===== src/hdl/dlhw_pkg.sv =====
`timescale 1ns / 1ps
// Package for the dual liveness hang watchdog: widths, reset values, request
// and register codes, the result record and the saturating helpers.
// No dependencies.
package dlhw_pkg;

  localparam int TIME_WIDTH  = 32;
  localparam int COUNT_WIDTH = 32;

  localparam int REQ_W     = 3;
  localparam int TID_W     = 7;
  localparam int THREAD_W  = 8;
  localparam int OUT_W     = 32;
  localparam int CFG_IDX_W = 2;
  localparam int CFG_DAT_W = 20;
  localparam int THR_W     = 20;
  localparam int REP_W     = 20;
  localparam int POLL_W    = 16;

  localparam logic [THR_W-1:0]  RESET_HANG_THRESHOLD  = THR_W'(3000);
  localparam logic [REP_W-1:0]  RESET_REPEAT_INTERVAL = REP_W'(2000);
  localparam logic [POLL_W-1:0] RESET_POLL_PERIOD     = POLL_W'(500);

  localparam logic [REQ_W-1:0] REQ_TICK         = 3'd0;
  localparam logic [REQ_W-1:0] REQ_YIELD        = 3'd1;
  localparam logic [REQ_W-1:0] REQ_FRAME_END    = 3'd2;
  localparam logic [REQ_W-1:0] REQ_RESUME_START = 3'd3;
  localparam logic [REQ_W-1:0] REQ_RESUME_END   = 3'd4;

  localparam logic [CFG_IDX_W-1:0] CFG_HANG_THRESHOLD  = 2'd0;
  localparam logic [CFG_IDX_W-1:0] CFG_REPEAT_INTERVAL = 2'd1;
  localparam logic [CFG_IDX_W-1:0] CFG_POLL_PERIOD     = 2'd2;

  localparam logic signed [THREAD_W-1:0] THREAD_NONE = -8'sd1;

  typedef logic [TIME_WIDTH-1:0]  time_t;
  typedef logic [COUNT_WIDTH-1:0] count_t;

  typedef struct packed {
    logic [OUT_W-1:0]           frame_idle_ms;
    logic [OUT_W-1:0]           yield_idle_ms;
    logic signed [THREAD_W-1:0] active_thread;
    logic [OUT_W-1:0]           active_elapsed_ms;
    logic [OUT_W-1:0]           frames_seen;
    logic [OUT_W-1:0]           yields_seen;
  } result_t;

  function automatic time_t sat_inc(input time_t v);
    return (v == '1) ? v : v + time_t'(1);
  endfunction

  // Clamp a timer to the 32-bit result field.
  function automatic logic [OUT_W-1:0] sat_out(input time_t v);
    logic [63:0] w;
    w = 64'(v);
    return (w > 64'h0000_0000_FFFF_FFFF) ? '1 : w[OUT_W-1:0];
  endfunction

  function automatic logic [OUT_W-1:0] cnt_out(input count_t v);
    logic [63:0] w;
    w = 64'(v);
    return w[OUT_W-1:0];
  endfunction

endpackage


===== src/hdl/dual_liveness_hang_watchdog.sv =====
`timescale 1ns / 1ps
// Top level of the dual liveness hang watchdog: event decode, timers, poll
// check, and a two-deep result buffer. Depends on dlhw_pkg.
//
//   channel | direction | handshake          | payload
//   --------+-----------+--------------------+----------------------------------
//   in_     | input     | in_valid/in_ready  | req_type, thread_num
//   out_    | output    | out_valid/out_ready| six hang report fields
//   cfg_    | input     | cfg_we             | cfg_index, cfg_wdata
//
// One beat per cycle while in_ready is high: every event updates the state in
// the cycle it is accepted, and a poll tick that finds a hang loads the report
// into the output register, or into the skid register behind it while the
// output stalls, so input keeps flowing while a report waits; in_ready drops
// only while both hold a report. Synchronous active-low reset; no clearing pass.
module dual_liveness_hang_watchdog (
  input  logic                                  clk,
  input  logic                                  rst_n,
  input  logic                                  in_valid,
  output logic                                  in_ready,
  input  logic [dlhw_pkg::REQ_W-1:0]            in_req_type,
  input  logic [dlhw_pkg::TID_W-1:0]            in_thread_num,
  output logic                                  out_valid,
  input  logic                                  out_ready,
  output logic [dlhw_pkg::OUT_W-1:0]            out_frame_idle_ms,
  output logic [dlhw_pkg::OUT_W-1:0]            out_yield_idle_ms,
  output logic signed [dlhw_pkg::THREAD_W-1:0]  out_active_thread,
  output logic [dlhw_pkg::OUT_W-1:0]            out_active_elapsed_ms,
  output logic [dlhw_pkg::OUT_W-1:0]            out_frames_seen,
  output logic [dlhw_pkg::OUT_W-1:0]            out_yields_seen,
  input  logic                                  cfg_we,
  input  logic [dlhw_pkg::CFG_IDX_W-1:0]        cfg_index,
  input  logic [dlhw_pkg::CFG_DAT_W-1:0]        cfg_wdata
);
  import dlhw_pkg::*;

  logic [THR_W-1:0]  hang_thr_r;
  logic [REP_W-1:0]  repeat_int_r;
  logic [POLL_W-1:0] poll_period_r;

  count_t yield_cnt_r, yield_cnt_nxt;
  count_t frame_cnt_r, frame_cnt_nxt;
  count_t yield_seen_r, yield_seen_nxt;
  count_t frame_seen_r, frame_seen_nxt;
  time_t  idle_yield_r, idle_yield_nxt;
  time_t  idle_frame_r, idle_frame_nxt;
  time_t  since_rpt_r, since_rpt_nxt;
  time_t  run_time_r, run_time_nxt;
  logic [POLL_W-1:0] poll_cnt_r, poll_cnt_nxt;
  logic signed [THREAD_W-1:0] run_thread_r, run_thread_nxt;

  logic    out_valid_r, skid_valid_r;
  result_t out_r, skid_r;

  logic    accept;
  logic    rpt;
  result_t rpt_data;
  time_t   iy_tick, if_tick, sr_tick;
  logic    thread_active;

  assign in_ready      = !skid_valid_r;
  assign accept        = in_valid && in_ready;
  assign thread_active = !run_thread_r[THREAD_W-1];

  always_comb begin
    yield_cnt_nxt  = yield_cnt_r;
    frame_cnt_nxt  = frame_cnt_r;
    yield_seen_nxt = yield_seen_r;
    frame_seen_nxt = frame_seen_r;
    idle_yield_nxt = idle_yield_r;
    idle_frame_nxt = idle_frame_r;
    since_rpt_nxt  = since_rpt_r;
    run_time_nxt   = run_time_r;
    poll_cnt_nxt   = poll_cnt_r;
    run_thread_nxt = run_thread_r;
    rpt            = 1'b0;
    iy_tick        = sat_inc(idle_yield_r);
    if_tick        = sat_inc(idle_frame_r);
    sr_tick        = sat_inc(since_rpt_r);

    rpt_data.frame_idle_ms     = '0;
    rpt_data.yield_idle_ms     = '0;
    rpt_data.active_thread     = run_thread_r;
    rpt_data.active_elapsed_ms = '0;
    rpt_data.frames_seen       = cnt_out(frame_cnt_r);
    rpt_data.yields_seen       = cnt_out(yield_cnt_r);

    if (accept) begin
      unique case (in_req_type)
        REQ_TICK: begin
          idle_yield_nxt = iy_tick;
          idle_frame_nxt = if_tick;
          since_rpt_nxt  = sr_tick;
          if (thread_active) begin
            run_time_nxt = sat_inc(run_time_r);
          end
          if (poll_cnt_r <= POLL_W'(1)) begin
            poll_cnt_nxt = (poll_period_r == '0) ? POLL_W'(1) : poll_period_r;
            // a counter that moved since the last poll restarts its idle time
            if (yield_cnt_r != yield_seen_r) begin
              yield_seen_nxt = yield_cnt_r;
              idle_yield_nxt = '0;
            end
            if (frame_cnt_r != frame_seen_r) begin
              frame_seen_nxt = frame_cnt_r;
              idle_frame_nxt = '0;
            end
            rpt = (frame_cnt_r != '0)
               && (64'(idle_frame_nxt) > 64'(hang_thr_r))
               && (64'(idle_yield_nxt) > 64'(hang_thr_r))
               && (64'(sr_tick) >= 64'(repeat_int_r));
            if (rpt) begin
              since_rpt_nxt = '0;
            end
          end else begin
            poll_cnt_nxt = poll_cnt_r - POLL_W'(1);
          end
          rpt_data.frame_idle_ms     = sat_out(idle_frame_nxt);
          rpt_data.yield_idle_ms     = sat_out(idle_yield_nxt);
          rpt_data.active_elapsed_ms = thread_active ? sat_out(run_time_nxt) : '0;
        end
        REQ_YIELD: begin
          yield_cnt_nxt = yield_cnt_r + count_t'(1);
        end
        REQ_FRAME_END: begin
          frame_cnt_nxt = frame_cnt_r + count_t'(1);
        end
        REQ_RESUME_START: begin
          run_thread_nxt = $signed({1'b0, in_thread_num});
          run_time_nxt   = '0;
        end
        REQ_RESUME_END: begin
          run_thread_nxt = THREAD_NONE;
          run_time_nxt   = '0;
        end
        default: begin
          // drop unknown requests
        end
      endcase
    end
  end

  always_ff @(posedge clk) begin
    if (!rst_n) begin
      hang_thr_r    <= RESET_HANG_THRESHOLD;
      repeat_int_r  <= RESET_REPEAT_INTERVAL;
      poll_period_r <= RESET_POLL_PERIOD;
    end else if (cfg_we) begin
      unique case (cfg_index)
        CFG_HANG_THRESHOLD:  hang_thr_r    <= cfg_wdata[THR_W-1:0];
        CFG_REPEAT_INTERVAL: repeat_int_r  <= cfg_wdata[REP_W-1:0];
        CFG_POLL_PERIOD:     poll_period_r <= cfg_wdata[POLL_W-1:0];
        default: begin
        end
      endcase
    end
  end

  always_ff @(posedge clk) begin
    if (!rst_n) begin
      yield_cnt_r  <= '0;
      frame_cnt_r  <= '0;
      yield_seen_r <= '0;
      frame_seen_r <= '0;
      idle_yield_r <= '0;
      idle_frame_r <= '0;
      since_rpt_r  <= '1;
      run_time_r   <= '0;
      poll_cnt_r   <= RESET_POLL_PERIOD;
      run_thread_r <= THREAD_NONE;
    end else begin
      yield_cnt_r  <= yield_cnt_nxt;
      frame_cnt_r  <= frame_cnt_nxt;
      yield_seen_r <= yield_seen_nxt;
      frame_seen_r <= frame_seen_nxt;
      idle_yield_r <= idle_yield_nxt;
      idle_frame_r <= idle_frame_nxt;
      since_rpt_r  <= since_rpt_nxt;
      run_time_r   <= run_time_nxt;
      poll_cnt_r   <= poll_cnt_nxt;
      run_thread_r <= run_thread_nxt;
    end
  end

  // Output register with a skid stage behind it.
  always_ff @(posedge clk) begin
    if (!rst_n) begin
      out_valid_r  <= 1'b0;
      skid_valid_r <= 1'b0;
    end else if (!out_valid_r || out_ready) begin
      if (skid_valid_r) begin
        out_valid_r  <= 1'b1;
        skid_valid_r <= 1'b0;
      end else begin
        out_valid_r <= rpt;
      end
    end else if (rpt) begin
      skid_valid_r <= 1'b1;
    end
  end

  always_ff @(posedge clk) begin
    if (!out_valid_r || out_ready) begin
      out_r <= skid_valid_r ? skid_r : rpt_data;
    end else if (rpt) begin
      skid_r <= rpt_data;
    end
  end

  assign out_valid             = out_valid_r;
  assign out_frame_idle_ms     = out_r.frame_idle_ms;
  assign out_yield_idle_ms     = out_r.yield_idle_ms;
  assign out_active_thread     = out_r.active_thread;
  assign out_active_elapsed_ms = out_r.active_elapsed_ms;
  assign out_frames_seen       = out_r.frames_seen;
  assign out_yields_seen       = out_r.yields_seen;

`ifndef ASSERT_OFF
  a_skid_behind_out: assert property (@(posedge clk) disable iff (!rst_n)
    skid_valid_r |-> out_valid_r)
    else $error("skid holds a report while the output register is empty");

  a_report_clears_timer: assert property (@(posedge clk) disable iff (!rst_n)
    rpt |=> (since_rpt_r == '0) && out_valid_r)
    else $error("hang report did not clear the report timer or raise out_valid");

  a_poll_count_nonzero: assert property (@(posedge clk) disable iff (!rst_n)
    poll_cnt_r != '0)
    else $error("poll countdown reached zero");

  a_idle_thread_no_time: assert property (@(posedge clk) disable iff (!rst_n)
    !thread_active |-> (run_time_r == '0))
    else $error("run time nonzero with no active thread");
`endif

endmodule


===== config.mk =====
export PLATFORM = sky130hd
export DESIGN_NAME = dual_liveness_hang_watchdog
export DESIGN_NICKNAME = d
export VERILOG_FILES = /design/src/hdl/dlhw_pkg.sv /design/src/hdl/dual_liveness_hang_watchdog.sv
export SDC_FILE = /design/constraint.sdc
export NUM_CORES = 1
export LEC_CHECK = 0
export BUFFER_PORTS_ARGS = -buffer_cell sky130_fd_sc_hd__buf_2
export CORE_MARGIN = 3
export CORE_UTILIZATION = 36
export CTS_BUF_LIST = sky130_fd_sc_hd__clkbuf_2
export CTS_CLUSTER_SIZE = 10
export DETAILED_ROUTE_END_ITERATION = 10
export GPL_ROUTABILITY_DRIVEN = 0
export MAX_ROUTING_LAYER = met4
export PLACE_DENSITY = 0.53
export SETUP_SLACK_MARGIN = 0.1
export SYNTH_ARGS = -nofsm -noshare
export SYNTH_HDL_FRONTEND = slang
export SYNTH_SLANG_ARGS = --single-unit

===== constraint.sdc =====
create_clock -name clk -period 51.5 [get_ports clk]
set_clock_uncertainty 0.1 [all_clocks]
set_input_delay 10.3 -clock clk [delete_from_list [all_inputs] [get_ports clk]]
set_output_delay 10.3 -clock clk [all_outputs]
set_load 0.02 [all_outputs]

==> reports/results.md <==
Detailed routing
• 17.3 um — routed length per instance
• 79.7 mm — final wirelength
• 0 — post-route DRC violation count
• 1362 — initial drt markers
• 5 — first drt pass iteration count
• 0 — number of nets with antenna violations after detailed routing
• 4.98 — mean number of vias per cell
• 22900 — number of vias in the routed layout

GRT
• 17.9% — GRT Overall Usage
• 2 — initial antenna violation count
• 0 — grt ovf
• 126 mm — wire length of the first global-routing pass
• 22300 — vias in the first global route
• 230 — largest net degree at the start of global routing

Finish
• 0.0135 mm2 — area of combinational cells with multiple inputs
• 0.0169 mm2 — area taken by flip-flops and latches
• 8519 — fill cell instance count of the final layout
• 11.6% — Syn-to-layout area delta
• 18.0% — fraction of final layout cells with drive strength greater than 1
• 3411 — final net count

Min path
• 0 — worst hold path cell count
• skid_r[100] — worst min-delay path endpoint
• run_thread_r[4] — Min-Delay Startpoint
• flip-flop to flip-flop — type of the most critical hold path

Clocking
• done — TritonCTS clock tree
• 3 — maximum clock insertion buffer count
• 674 — sink count of the clock tree
• 1350 ps — clock latency at the later pin of the worst-skew pair
• 100 ps — clock slew at the register clock pins of the worst setup and hold paths
• 0 — CTS hold repair buffers
• sky130_fd_sc_hd__clkbuf_2 — Root Buffer Master
• 0 — post-CTS setup buffer count
• 0 — post-cts resize count
• 178 — cts bufs inserted
• 4 — Clock H-tree levels

Logic synthesis
• 0.0314 mm2 — synthesized area
• 10.2 um2 — Post-Synthesis Mean Instance Area
• 74 — count of different cell masters after synthesis
• sky130_fd_sc_hd__edfxtp_1 — cell taking the most area after synthesis
• 404 x sky130_fd_sc_hd__nand2_1, 338 x sky130_fd_sc_hd__dfxtp_1, 336 x sky130_fd_sc_hd__edfxtp_1 — most common library cells after synthesis
• 0% — share of synthesized registers carrying an async set or reset
• 53.6% — sequential fraction of the synthesis area
• 336 — number of synthesized flops with an enable pin
• 3095 — gate count of the mapped netlist
• sky130_fd_sc_hd__nand2_1 — most instantiated library cell after synthesis
• 3201 — Syn Nets
• 32.1% — area fraction of the dominant cell type after synthesis
• sky130_fd_sc_hd__edfxtp_1 32%, sky130_fd_sc_hd__dfxtp_1 22%, sky130_fd_sc_hd__nand2_1 4.8% — largest cells by area after synthesis
• sky130_fd_sc_hd__dfxtp_1 — most common flop cell mapped by yosys
• 0 — count of synthesis-stage warnings from yosys
• 674 — flip-flop and latch count after synthesis

Critical path
• 21 — number of cells traversed by the worst register-to-register path
• skid_r[27] — endpoint of the worst register-to-register path
• inv_1 > buf_2 — chain of cells forming the critical path
• flip-flop to output pin — Setup Crit Path Kind
• 840 ps — Largest stage delay, worst path
• 41100 ps — required arrival time at the worst endpoint
• output pin — Critical Path End Type
• 58 — Crit Path Max Fanout
• 44200 ps — Reg2Reg Setup Slack
• 2740 ps — arrival time of the worst setup path
• flip-flop — startpoint kind of the worst setup timing path
• sky130_fd_sc_hd__dfxtp_4 — cell with the largest stage delay on the worst path
• idle_frame_r[0] — startpoint of the most critical register-to-register path

STA
• 0 ps — setup_tns
• 0 — setup-violating endpoint count in the final report
• 13140 ps — min cycle time layout
• 38360 ps — setup slack after layout
• 0 — final hold violation count
• 22.0% — Slew HR
• 1170 ps — worst slew pin tran
• 25.5% — period utilization
• 0.0761 GHz — Achievable Freq
• 0 — pins over their slew limit
• false — setup repair after global routing missed its margin
• 372 ps — minimum hold slack

Place
• 37380 ps — worst setup slack after placement
• 52.9 mm — detailed-placement wirelength estimate
• 206 — input/output buffers

Die
• 0.0858 mm2 — Core Area
• 36.6% — Starting Density
• 207 — IO Pins
• 0.0909 mm2 — Total Die Area
• 107 — # rows
• 301 um — vertical extent of the die
• 301 um — horizontal die dimension

Pwr
• 14.4 nW — static leakage
• 0.0161 mV — largest vdd supply drop
• 29.2 mW/mm2 — areal power density over the cells

Outcome
• finished, final reports clean — run status

Job
• 0 — number of max-cap violations

==> worst max-delay path by stage <==
stage                        start          to  slack (ps)  cells past startpoint
floorplan                out_ready   skid_r[0]       28280                      3
global placement    in_req_type[1]  skid_r[19]       37460                     10
detailed placement  in_req_type[1]  skid_r[19]       37380                     10
CTS                   skid_valid_r    in_ready       38050                      2
global route          skid_valid_r    in_ready       38080                      2
finish                skid_valid_r    in_ready       38360                      2
==> registers in the layout (all words and copies together) (netlist names), 32 cells and up <==
name	flops
since_rpt_r	32
out_frame_idle_ms	32
run_time_r	32
out_yield_idle_ms	32
out_active_elapsed_ms	32
frame_seen_r	32
idle_yield_r	32
skid_r	168
frame_cnt_r	32
out_yields_seen	32
yield_cnt_r	32
out_frames_seen	32
yield_seen_r	32
idle_frame_r	32
==> where the power goes <==
part,switching (mW),total [mW],internal [mW]
Combinational,0.0405,0.0659,0.0254
Sequential,0.00302,0.564,0.561
Clock,0.225,0.394,0.169
Total,0.268,1.02,0.755
==> cell usage in the layout, fill, tap and decap left out, drive strengths merged, types with 33 or more instances in the layout <==
cell / n
nand2: 404
dfxtp: 338
edfxtp: 336
clkbuf: 280
buf: 230
nor2: 211
xnor2: 163
a21boi: 126
nand3: 120
a21oi: 113
a21o: 103
nor2b: 90
o21ai: 88
nand4: 83
and2: 80
inv: 76
ha: 69
mux2: 66
xor2: 62
nor3: 59
clkinv: 41
and3: 36
nor4: 33
==> final cells by class <==
class | instances | share of cell area (%)
Sequential cell | 674 | 48.1
Multi-Input combinational cell | 2148 | 38.5
Tap cell | 1144 | 4.08
Clock buffer | 279 | 3.98
Timing Repair Buffer | 231 | 3.53
Clock inverter | 52 | 1.01
Inverter | 72 | 0.785
Antenna cell | 3 | 0.0214
==> per-layer routing <==
layer / share of wire, % / up-vias / GRT usage [%]
met2: 45 / 487 / 26.7
li1: - / 11500 / -
met1: 49 / 10900 / 24.6
met5: 0 / - / -
met4: 1.6 / 0 / 5.15
met3: 4.8 / 101 / 3.74
==> worst max-delay path, delay by kind of cell (launching register included) <==
kind	cells	cell delay [ps]
flip-flops	1	840
buffers and inverters	2	580
==> cells by family (layout without fill, tap and decap cells) <==
family | count (synthesis) | after routing | share of synthesized area, %
buffers and inverters | 273 | 634 | 3.44
AO/OA/AOI/OAI | 555 | 555 | 11.9
other | 0 | 3 | 0
adder cells (fa/ha/maj) | 69 | 69 | 2.75
XOR/XNOR | 225 | 225 | 6.27
flip-flops | 674 | 674 | 53.6
AND/OR/NAND/NOR | 1222 | 1222 | 19.3
multiplexers | 77 | 77 | 2.73
==> metrics by stage <==
step | cells | power [mW] | util (%) | cell area (um2)
global placement | 4269 | 0.641 | 38.8 | 33300
floorplan | 3095 | 0.624 | - | 31400
detailed placement | 4269 | 0.642 | 38.8 | 33300
CTS | 4600 | 1.05 | 40.9 | 35100
finish | 4603 | 1.02 | 40.9 | 35100
global route | 4603 | 1.08 | 40.9 | 35100
Power figures use the tool's default switching activity.
